===== src/rtl/umt_pkg.sv =====
package umt_pkg;

	// Configuration register indexes.
	localparam logic [2:0] CFG_REG_BASE    = 3'd0;
	localparam logic [2:0] CFG_HALT_CODE   = 3'd1;
	localparam logic [2:0] CFG_OUTPUT_CODE = 3'd2;
	localparam logic [2:0] CFG_INPUT_CODE  = 3'd3;
	localparam logic [2:0] CFG_SERVICE_REG = 3'd4;

	localparam int CFG_INDEX_W = 3;
	localparam int CFG_DATA_W  = 5;

	// Reset values of the configuration registers.
	localparam logic [4:0] RST_REG_BASE    = 5'd19;
	localparam logic [2:0] RST_HALT_CODE   = 3'd0;
	localparam logic [2:0] RST_OUTPUT_CODE = 3'd1;
	localparam logic [2:0] RST_INPUT_CODE  = 3'd2;
	localparam logic [4:0] RST_SERVICE_REG = 5'd1;

	// UM opcodes.
	localparam logic [3:0] OP_CMOV   = 4'd0;
	localparam logic [3:0] OP_ALOAD  = 4'd1;
	localparam logic [3:0] OP_ASTORE = 4'd2;
	localparam logic [3:0] OP_ADD    = 4'd3;
	localparam logic [3:0] OP_MUL    = 4'd4;
	localparam logic [3:0] OP_DIV    = 4'd5;
	localparam logic [3:0] OP_NAND   = 4'd6;
	localparam logic [3:0] OP_HALT   = 4'd7;
	localparam logic [3:0] OP_MAP    = 4'd8;
	localparam logic [3:0] OP_UNMAP  = 4'd9;
	localparam logic [3:0] OP_OUTPUT = 4'd10;
	localparam logic [3:0] OP_INPUT  = 4'd11;
	localparam logic [3:0] OP_LOADP  = 4'd12;
	localparam logic [3:0] OP_LOADV  = 4'd13;

	// Host instruction templates.
	localparam logic [31:0] NOP_WORD      = 32'hD503_201F;
	localparam logic [31:0] MOVZ_W        = 32'h5280_0000;
	localparam logic [31:0] MOVK_W_HI     = 32'h72A0_0000;
	localparam logic [31:0] CMP_W_ZERO    = 32'h7100_001F;
	localparam logic [31:0] CSEL_W        = 32'h1A80_0000;
	localparam logic [31:0] ADD_X_BASE    = 32'h8B00_0389;
	localparam logic [31:0] LDR_W_IDX     = 32'hB860_5920;
	localparam logic [31:0] STR_W_IDX     = 32'hB820_5920;
	localparam logic [31:0] ADD_W         = 32'h0B00_0000;
	localparam logic [31:0] MADD_W        = 32'h1B00_0000;
	localparam logic [31:0] UDIV_W        = 32'h1AC0_0800;
	localparam logic [31:0] AND_W         = 32'h0A00_0000;
	localparam logic [31:0] MVN_W         = 32'h2A20_03E0;
	localparam logic [31:0] MOV_W         = 32'h2A00_03E0;
	localparam logic [31:0] MOV_W10       = 32'h2A00_03EA;
	localparam logic [31:0] BR_X15        = 32'hD61F_01E0;
	localparam logic [31:0] BLR_X12       = 32'hD63F_0180;
	localparam logic [31:0] BLR_X13       = 32'hD63F_01A0;
	localparam logic [31:0] BLR_X15       = 32'hD63F_01E0;
	localparam logic [4:0]  SCRATCH_REG   = 5'd9;
	localparam logic [4:0]  ZERO_REG      = 5'd31;

	localparam int QUEUE_DEPTH = 2;

	// Configuration seen by the decode and encode parts.
	typedef struct packed {
		logic [4:0] reg_base;
		logic [2:0] halt_code;
		logic [2:0] output_code;
		logic [2:0] input_code;
		logic [4:0] service_reg;
	} cfg_t;

	// One classified UM instruction.
	typedef struct packed {
		logic [3:0]  op;
		logic [4:0]  ra;
		logic [4:0]  rb;
		logic [4:0]  rc;
		logic [24:0] imm;
	} decoded_t;

	// Host register that a UM register maps onto, modulo 32.
	function automatic logic [4:0] host_reg(input logic [4:0] base, input logic [2:0] x);
		host_reg = base + {2'b00, x};
	endfunction

endpackage


===== src/rtl/umt_if.sv =====
interface umt_in_if;
	logic        valid;
	logic        ready;
	logic [31:0] um_word;

	modport source (output valid, output um_word, input ready);
	modport sink (input valid, input um_word, output ready);
endinterface

interface umt_out_if;
	logic        valid;
	logic        ready;
	logic [31:0] host_word_first;
	logic [31:0] host_word_second;
	logic [31:0] host_word_third;

	modport source (output valid, output host_word_first, output host_word_second,
		output host_word_third, input ready);
	modport sink (input valid, input host_word_first, input host_word_second,
		input host_word_third, output ready);
endinterface


===== src/rtl/umt_front.sv =====
module umt_front (
	input  logic              clk,
	input  logic              arst_n,
	input  umt_pkg::cfg_t     cfg,
	umt_in_if.sink            um_in,
	output logic              dec_valid,
	input  logic              dec_ready,
	output umt_pkg::decoded_t dec
);
	import umt_pkg::*;

	logic     valid_s1;
	decoded_t dec_s1;
	decoded_t dec_next;
	logic     accept;

	// The stage takes a new word when empty or when its content moves on.
	assign um_in.ready = !valid_s1 || dec_ready;
	assign accept      = um_in.valid && um_in.ready;

	// Split the word into opcode, mapped host registers and immediate.
	always_comb begin
		dec_next.op  = um_in.um_word[31:28];
		dec_next.rb  = host_reg(cfg.reg_base, um_in.um_word[5:3]);
		dec_next.rc  = host_reg(cfg.reg_base, um_in.um_word[2:0]);
		dec_next.imm = um_in.um_word[24:0];
		if (um_in.um_word[31:28] == OP_LOADV) begin
			dec_next.ra = host_reg(cfg.reg_base, um_in.um_word[27:25]);
		end else begin
			dec_next.ra = host_reg(cfg.reg_base, um_in.um_word[8:6]);
		end
	end

	always_ff @(posedge clk or negedge arst_n) begin
		if (!arst_n) begin
			valid_s1 <= 1'b0;
		end else if (um_in.ready) begin
			valid_s1 <= um_in.valid;
		end
	end

	always_ff @(posedge clk) begin
		if (accept) begin
			dec_s1 <= dec_next;
		end
	end

	assign dec_valid = valid_s1;
	assign dec       = dec_s1;

endmodule


===== src/rtl/umt_queue.sv =====
module umt_queue (
	input  logic              clk,
	input  logic              arst_n,
	input  logic              push_valid,
	output logic              push_ready,
	input  umt_pkg::decoded_t push_data,
	output logic              pop_valid,
	input  logic              pop_ready,
	output umt_pkg::decoded_t pop_data
);
	import umt_pkg::*;

	localparam int PTR_W = (QUEUE_DEPTH > 1) ? $clog2(QUEUE_DEPTH) : 1;
	localparam int CNT_W = $clog2(QUEUE_DEPTH + 1);

	decoded_t           entry_q [QUEUE_DEPTH];
	logic [PTR_W-1:0]   wr_ptr_q;
	logic [PTR_W-1:0]   rd_ptr_q;
	logic [CNT_W-1:0]   count_q;
	logic               push;
	logic               pop;

	assign push_ready = (count_q != CNT_W'(QUEUE_DEPTH));
	assign pop_valid  = (count_q != '0);
	assign push       = push_valid && push_ready;
	assign pop        = pop_valid && pop_ready;
	assign pop_data   = entry_q[rd_ptr_q];

	// Pointers wrap at the queue depth; the count tracks occupancy.
	always_ff @(posedge clk or negedge arst_n) begin
		if (!arst_n) begin
			wr_ptr_q <= '0;
			rd_ptr_q <= '0;
			count_q  <= '0;
		end else begin
			if (push) begin
				wr_ptr_q <= (wr_ptr_q == PTR_W'(QUEUE_DEPTH - 1)) ? '0 : wr_ptr_q + 1'b1;
			end
			if (pop) begin
				rd_ptr_q <= (rd_ptr_q == PTR_W'(QUEUE_DEPTH - 1)) ? '0 : rd_ptr_q + 1'b1;
			end
			if (push && !pop) begin
				count_q <= count_q + 1'b1;
			end else if (pop && !push) begin
				count_q <= count_q - 1'b1;
			end
		end
	end

	// Entry storage.
	always_ff @(posedge clk) begin
		if (push) begin
			entry_q[wr_ptr_q] <= push_data;
		end
	end

`ifndef ASSERT_OFF
	a_count_bound: assert property (@(posedge clk) disable iff (!arst_n)
		count_q <= CNT_W'(QUEUE_DEPTH))
		else $error("queue count above depth");
	a_count_up: assert property (@(posedge clk) disable iff (!arst_n)
		(push && !pop) |=> (count_q == $past(count_q) + 1'b1))
		else $error("queue count missed a push");
	a_count_down: assert property (@(posedge clk) disable iff (!arst_n)
		(pop && !push) |=> (count_q == $past(count_q) - 1'b1))
		else $error("queue count missed a pop");
`endif

endmodule


===== src/rtl/umt_back.sv =====
module umt_back (
	input  logic              clk,
	input  logic              arst_n,
	input  umt_pkg::cfg_t     cfg,
	input  logic              dec_valid,
	output logic              dec_ready,
	input  umt_pkg::decoded_t dec,
	umt_out_if.source         host_out
);
	import umt_pkg::*;

	logic        valid_q;
	logic [31:0] w0_q;
	logic [31:0] w1_q;
	logic [31:0] w2_q;
	logic [31:0] w0;
	logic [31:0] w1;
	logic [31:0] w2;
	logic [31:0] ra;
	logic [31:0] rb;
	logic [31:0] rc;
	logic [31:0] svc_reg;

	assign ra      = {27'd0, dec.ra};
	assign rb      = {27'd0, dec.rb};
	assign rc      = {27'd0, dec.rc};
	assign svc_reg = {27'd0, cfg.service_reg};

	// The output register takes a new chunk when empty or being drained.
	assign dec_ready = !valid_q || host_out.ready;

	// Encode the three host words from the classified instruction.
	always_comb begin
		w0 = '0;
		w1 = '0;
		w2 = NOP_WORD;
		case (dec.op)
			OP_LOADV: begin
				w0 = MOVZ_W | {11'd0, dec.imm[15:0], 5'd0} | ra;
				w1 = MOVK_W_HI | {18'd0, dec.imm[24:16], 5'd0} | ra;
			end
			OP_CMOV: begin
				w0 = CMP_W_ZERO | (rc << 5);
				w1 = CSEL_W | ra | (rb << 5) | (ra << 16) | 32'h0000_1000;
			end
			OP_ALOAD: begin
				w0 = ADD_X_BASE | (rb << 16);
				w1 = LDR_W_IDX | ra | (rc << 16);
			end
			OP_ASTORE: begin
				w0 = ADD_X_BASE | (ra << 16);
				w1 = STR_W_IDX | rc | (rb << 16);
			end
			OP_ADD: begin
				w0 = ADD_W | ra | (rb << 5) | (rc << 16);
				w1 = NOP_WORD;
			end
			OP_MUL: begin
				w0 = MADD_W | ra | (rb << 5) | (rc << 16) | ({27'd0, ZERO_REG} << 10);
				w1 = NOP_WORD;
			end
			OP_DIV: begin
				w0 = UDIV_W | ra | (rb << 5) | (rc << 16);
				w1 = NOP_WORD;
			end
			OP_NAND: begin
				w0 = AND_W | {27'd0, SCRATCH_REG} | (rb << 5) | (rc << 16);
				w1 = MVN_W | ra | ({27'd0, SCRATCH_REG} << 16);
			end
			OP_HALT: begin
				w0 = MOVZ_W | {24'd0, cfg.halt_code, 5'd0} | svc_reg;
				w1 = BR_X15;
				w2 = '0;
			end
			OP_MAP: begin
				w0 = MOV_W | (rc << 16);
				w1 = BLR_X12;
				w2 = MOV_W | rb;
			end
			OP_UNMAP: begin
				w0 = MOV_W | (rc << 16);
				w1 = BLR_X13;
			end
			OP_OUTPUT: begin
				w0 = MOV_W | (rc << 16);
				w1 = MOVZ_W | {24'd0, cfg.output_code, 5'd0} | svc_reg;
				w2 = BLR_X15;
			end
			OP_INPUT: begin
				w0 = MOVZ_W | {24'd0, cfg.input_code, 5'd0} | svc_reg;
				w1 = BLR_X15;
				w2 = MOV_W | rc;
			end
			OP_LOADP: begin
				w0 = MOV_W10 | (rc << 16);
				w1 = MOV_W | (rb << 16);
				w2 = BR_X15;
			end
			default: begin
				// Invalid opcodes give an all-zero chunk.
				w2 = '0;
			end
		endcase
	end

	always_ff @(posedge clk or negedge arst_n) begin
		if (!arst_n) begin
			valid_q <= 1'b0;
		end else if (dec_ready) begin
			valid_q <= dec_valid;
		end
	end

	always_ff @(posedge clk) begin
		if (dec_ready && dec_valid) begin
			w0_q <= w0;
			w1_q <= w1;
			w2_q <= w2;
		end
	end

	assign host_out.valid            = valid_q;
	assign host_out.host_word_first  = w0_q;
	assign host_out.host_word_second = w1_q;
	assign host_out.host_word_third  = w2_q;

endmodule


===== src/rtl/um_to_arm64_instruction_translator.sv =====
// UM to AArch64 instruction translator.
// The um_in channel takes one UM instruction word per transaction (valid and
// ready both high at a rising edge). The host_out channel returns one chunk of
// three AArch64 words per transaction, in the order the words were taken.
// A front stage splits each word into opcode, mapped host registers and
// immediate; a two-entry queue separates it from the back stage, which
// builds the three words into an output register.
// Each word passes the front stage, a queue entry and the output register.
// One word per cycle is taken while host_out is not stalled; the front stage
// and output register hold one item, the queue two; each moves when next frees.
// When the receiver stalls, the output register holds its chunk, the queue
// and the front stage fill, and um_in.ready falls once four words are held.
// The configuration port writes register cfg_index with cfg_data when cfg_we
// is high; indexes beyond the register list are ignored. Write it only while
// the block holds no transaction.
// Reset clears every stage and loads the configuration registers with their
// default values; the block is ready as soon as reset is released.
module um_to_arm64_instruction_translator (
	input  logic                             clk,
	input  logic                             arst_n,
	umt_in_if.sink                           um_in,
	umt_out_if.source                        host_out,
	input  logic                             cfg_we,
	input  logic [umt_pkg::CFG_INDEX_W-1:0]  cfg_index,
	input  logic [umt_pkg::CFG_DATA_W-1:0]   cfg_data
);
	import umt_pkg::*;

	cfg_t     cfg_q;
	logic     front_valid;
	logic     front_ready;
	decoded_t front_dec;
	logic     back_valid;
	logic     back_ready;
	decoded_t back_dec;

	// Configuration registers.
	always_ff @(posedge clk or negedge arst_n) begin
		if (!arst_n) begin
			cfg_q.reg_base    <= RST_REG_BASE;
			cfg_q.halt_code   <= RST_HALT_CODE;
			cfg_q.output_code <= RST_OUTPUT_CODE;
			cfg_q.input_code  <= RST_INPUT_CODE;
			cfg_q.service_reg <= RST_SERVICE_REG;
		end else if (cfg_we) begin
			case (cfg_index)
				CFG_REG_BASE:    cfg_q.reg_base    <= cfg_data[4:0];
				CFG_HALT_CODE:   cfg_q.halt_code   <= cfg_data[2:0];
				CFG_OUTPUT_CODE: cfg_q.output_code <= cfg_data[2:0];
				CFG_INPUT_CODE:  cfg_q.input_code  <= cfg_data[2:0];
				CFG_SERVICE_REG: cfg_q.service_reg <= cfg_data[4:0];
				default: begin
				end
			endcase
		end
	end

	umt_front u_front (
		.clk       (clk),
		.arst_n    (arst_n),
		.cfg       (cfg_q),
		.um_in     (um_in),
		.dec_valid (front_valid),
		.dec_ready (front_ready),
		.dec       (front_dec)
	);

	umt_queue u_queue (
		.clk        (clk),
		.arst_n     (arst_n),
		.push_valid (front_valid),
		.push_ready (front_ready),
		.push_data  (front_dec),
		.pop_valid  (back_valid),
		.pop_ready  (back_ready),
		.pop_data   (back_dec)
	);

	umt_back u_back (
		.clk       (clk),
		.arst_n    (arst_n),
		.cfg       (cfg_q),
		.dec_valid (back_valid),
		.dec_ready (back_ready),
		.dec       (back_dec),
		.host_out  (host_out)
	);

endmodule


===== src/flat_wrapper.sv =====
// flat-port wrapper written by rule: the top's interface ports become plain ports
module um_to_arm64_instruction_translator_flat import umt_pkg::*;
  (clk, arst_n, cfg_we, cfg_index, cfg_data, um_in_valid, um_in_um_word, um_in_ready, host_out_valid, host_out_host_word_first, host_out_host_word_second, host_out_host_word_third, host_out_ready);
  umt_in_if um_in_i ();
  umt_out_if host_out_i ();
  input  logic clk;
  input  logic arst_n;
  input  logic cfg_we;
  input  logic [umt_pkg::CFG_INDEX_W-1:0] cfg_index;
  input  logic [umt_pkg::CFG_DATA_W-1:0] cfg_data;
  input wire logic [$bits(um_in_i.valid)-1:0] um_in_valid;
  input wire logic [$bits(um_in_i.um_word)-1:0] um_in_um_word;
  output wire logic [$bits(um_in_i.ready)-1:0] um_in_ready;
  output wire logic [$bits(host_out_i.valid)-1:0] host_out_valid;
  output wire logic [$bits(host_out_i.host_word_first)-1:0] host_out_host_word_first;
  output wire logic [$bits(host_out_i.host_word_second)-1:0] host_out_host_word_second;
  output wire logic [$bits(host_out_i.host_word_third)-1:0] host_out_host_word_third;
  input wire logic [$bits(host_out_i.ready)-1:0] host_out_ready;
  assign um_in_i.valid = um_in_valid;
  assign um_in_i.um_word = um_in_um_word;
  assign um_in_ready = um_in_i.ready;
  assign host_out_valid = host_out_i.valid;
  assign host_out_host_word_first = host_out_i.host_word_first;
  assign host_out_host_word_second = host_out_i.host_word_second;
  assign host_out_host_word_third = host_out_i.host_word_third;
  assign host_out_i.ready = host_out_ready;
  um_to_arm64_instruction_translator u_core (.clk(clk), .arst_n(arst_n), .um_in(um_in_i), .host_out(host_out_i), .cfg_we(cfg_we), .cfg_index(cfg_index), .cfg_data(cfg_data));
endmodule

===== config.mk =====
export PLATFORM = sky130hd
export DESIGN_NAME = um_to_arm64_instruction_translator_flat
export DESIGN_NICKNAME = d
export VERILOG_FILES = /design/src/rtl/umt_pkg.sv /design/src/rtl/umt_if.sv /design/src/rtl/umt_front.sv /design/src/rtl/umt_queue.sv /design/src/rtl/umt_back.sv /design/src/rtl/um_to_arm64_instruction_translator.sv /design/src/flat_wrapper.sv
export SDC_FILE = /design/constraint.sdc
export NUM_CORES = 1
export LEC_CHECK = 0
export BUFFER_PORTS_ARGS = -buffer_cell sky130_fd_sc_hd__buf_4
export CAP_MARGIN = 20
export CORE_UTILIZATION = 45
export CTS_BUF_LIST = sky130_fd_sc_hd__clkbuf_4 sky130_fd_sc_hd__clkbuf_8
export DETAILED_ROUTE_END_ITERATION = 7
export GPL_ROUTABILITY_DRIVEN = 0
export GPL_TIMING_DRIVEN = 0
export PLACE_DENSITY = 0.65
export SYNTH_ARGS = -nofsm -noshare
export SYNTH_HDL_FRONTEND = slang
export SYNTH_SLANG_ARGS = --single-unit

===== constraint.sdc =====
create_clock -name clk -period 4.3 [get_ports clk]
set_clock_uncertainty 0.15 [all_clocks]
set_input_delay 0.43 -clock clk [delete_from_list [all_inputs] [get_ports clk]]
set_output_delay 0.43 -clock clk [all_outputs]
set_load 0.01 [all_outputs]

==> flow_summary.toml <==
[status]
status = "finished, violations left"
violations = "design-rule violations"

[timing]
rsz0062_at_grt = "false"
min_period_ns = 3.00
tightest_slew_ns = 0.982
fmax_mhz = 333
slew_violations = 0
hold_viol = 0
setup_tns_ns = 0
fin_crit_sh = 0.698
fin_ws_ns = 1.30
timing.slew.headroom = 0.326
finalSetupViolations = 0

[critical_path]
crit_type = "reg2reg"
cp-end-kind = "register"
cp_max_fo = 10
arrival_ns = 3.09
worstPathRequired_ns = 4.39
worst_setup_path_start_kind = "register"

[final_layout]
nNetsFinal = 910
final_area_sq_mm = 0.0121
antenna_cells = 0
area_growth_pct = 25.1
layout-drive-gt1-share = 0.323

[power_and_ir_drop]
leakagePower_nw = 4.71
vdd_drop_max_uv = 247
finalPower_mw = 9.34
p_per_area_mw_per_mm2 = 772

[route]
num_vias = 6277
routedWlPerCell_um = 19.6
antenna_left = 0
drc = 18
viasPerCell = 5.46
firstDrtPassIters = 8
first_iter_violations = 747
routed_wl_um = 22500

[cts]
cts_buffers = 35
cts_tree = "yes"
post_cts_resize_count = 0
numClockSinks = 229
root_buffer = "clkbuf_8"
h-tree-depth = 2
ctsHoldBuffers = 33
insertion_delay_ns = 0.51
clk_pin_slew_worst_paths_ns = 0.07
cts.path.max_buffers = 3
cts_setup_buffers = 0

[logic_synthesis]
synth_most_common_cell = "edfxtp_1"
yosys.area.top_type = "edfxtp_1"
ys.flop_type = "edfxtp_1"
syn_area_per_cell_sq_um = 15.2
yosysWarnings = 0
synth_top_cells_by_count = "edfxtp_1 (204), nand2_1 (36), nor2_1 (34)"
syn_inst = 637
synth_cell_types = 61
synth_seq_cells = 229
synthesis.area_sq_mm = 0.00966
synth_top_area_frac = 0.634
synth_edf_count = 204
synthArstFlopShare = 0.109
ys_seq_area_frac = 0.699
synth_area_leaders = "edfxtp_1 (63%), dfrtp_1 (4.9%), mux2_2 (3.7%), mux2i_1 (3.1%), buf_4 (2.2%)"

[job]
drv_cap = 0

[floorplan]
core_area_sq_mm = 0.0210
std_cell_rows = 53
pin_count = 143
die_y_um = 149
start_util = 0.460
dieArea_sq_mm = 0.0221
die_w_um = 149

[place]
dp_hpwl_um = 16300
place_ws_ns = 1.40
io_buffers = 132
placed_area_sq_mm = 0.0111

[global_route]
globalRouteTotalUtil = 0.205
overflow = 0
grt_pass1_vias = 6079
grt_pass1_wl_um = 34100
antenna_found_initial = 0
grt_max_degree = 50

[hold_path]
hp-class = "in2reg"
-- registers in the layout, summed over array words and instances (netlist names), 2 cells and up --
name and count:
u_core.u_queue.entry_q 88, u_core.u_front.dec 44, u_core.u_back.host_out.host_word_second 31, u_core.u_back.host_out.host_word_first 30, u_core.cfg_q 19, u_core.u_back.host_out.host_word_third 11
u_core.u_queue.count_q 2
-- critical path: stages (launching register included) --
cell     delay [ns]
dfrtp_1        0.40
buf_6          0.19
buf_4          0.22
buf_2          0.30
mux2i_1        0.86
o22ai_1        0.19
a221o_1        0.43
-- kinds of logic (layout without fill, tap and decap cells) --
kind of cell / count (synthesis) / count (layout) / share of synthesized area
buf+inv: 59 / 288 / 0.0356
flops: 229 / 229 / 0.699
mux: 69 / 69 / 0.0796
simple gates: 120 / 120 / 0.0597
fa+ha+maj: 13 / 13 / 0.0192
compound gates: 131 / 131 / 0.0925
xor+xnor: 15 / 15 / 0.0136
other cells: 1 / 10 / 0.000388
-- stage by stage --
step	hold WS, ns	std cells	util
final	0.0382	1150	0.575
after global routing	0.00934	1150	0.575
after floorplan	-0.0156	646	-
after detailed placement	0.205	1057	0.529
after global placement	0.200	1053	0.525
after CTS	0.0164	1150	0.575
-- per-layer routing --
metal	global-route usage	vias to the layer above	wire, um
met5	0	-	0
met4	0.0876	0	863
met2	0.339	354	10800
met1	0.263	2974	8960
li1	-	2865	-
met3	0.0426	84	1930
-- worst paths after layout --
kind | from | endpoint | slack (ns) | cells after the start
worst max-delay path | u_core.u_queue.rd_ptr_q | u_core.u_back.host_out.host_word_first[20] | 1.30 | 6
worst min-delay path | cfg_data[3] | u_core.cfg_q[3] | 0.04 | 2
worst max register to register | u_core.u_queue.rd_ptr_q | u_core.u_back.host_out.host_word_first[20] | 1.30 | 6
worst min register to register | u_core.u_front.dec[16] | u_core.u_queue.entry_q[1][16] | 0.29 | 0
max in group asynchronous | arst_n | u_core.cfg_q[15] | 3.47 | 2
min in group asynchronous | arst_n | u_core.cfg_q[10] | 0.22 | 2
-- final cells by class --
class                   instances  area (sq um)
fillers                      1652          8930
flip-flops and latches        229          6760
multi-input cells             358          2600
repair buffers                169          1400
clock buffers                  45           563
well taps                     275           344
plain buffers                  44           288
clock inverters                15          75.1
inverters                      15          56.3
-- placed cells by master, fill, tap and decap left out, types with 14 or more instances in the layout --
cell type and n:
edfxtp_1 204, buf_4 160, dfrtp_1 19, nor2_1 33, nand2_1 36, mux2i_1 30
mux2_2 32, clkbuf_8 36, inv_1 14, dlygate4sd3_1 33, a21oi_1 20, o21ai_0 32
-- power breakdown --
| part | internal, mW | switching (mW) | total (mW) |
|---|---|---|---|
| Sequential | 3.57 | 0.324 | 3.89 |
| Clock | 0.861 | 0.789 | 1.65 |
| Combinational | 1.53 | 2.26 | 3.80 |
| Total | 5.96 | 3.38 | 9.34 |
(Power assumes the default switching activity.)
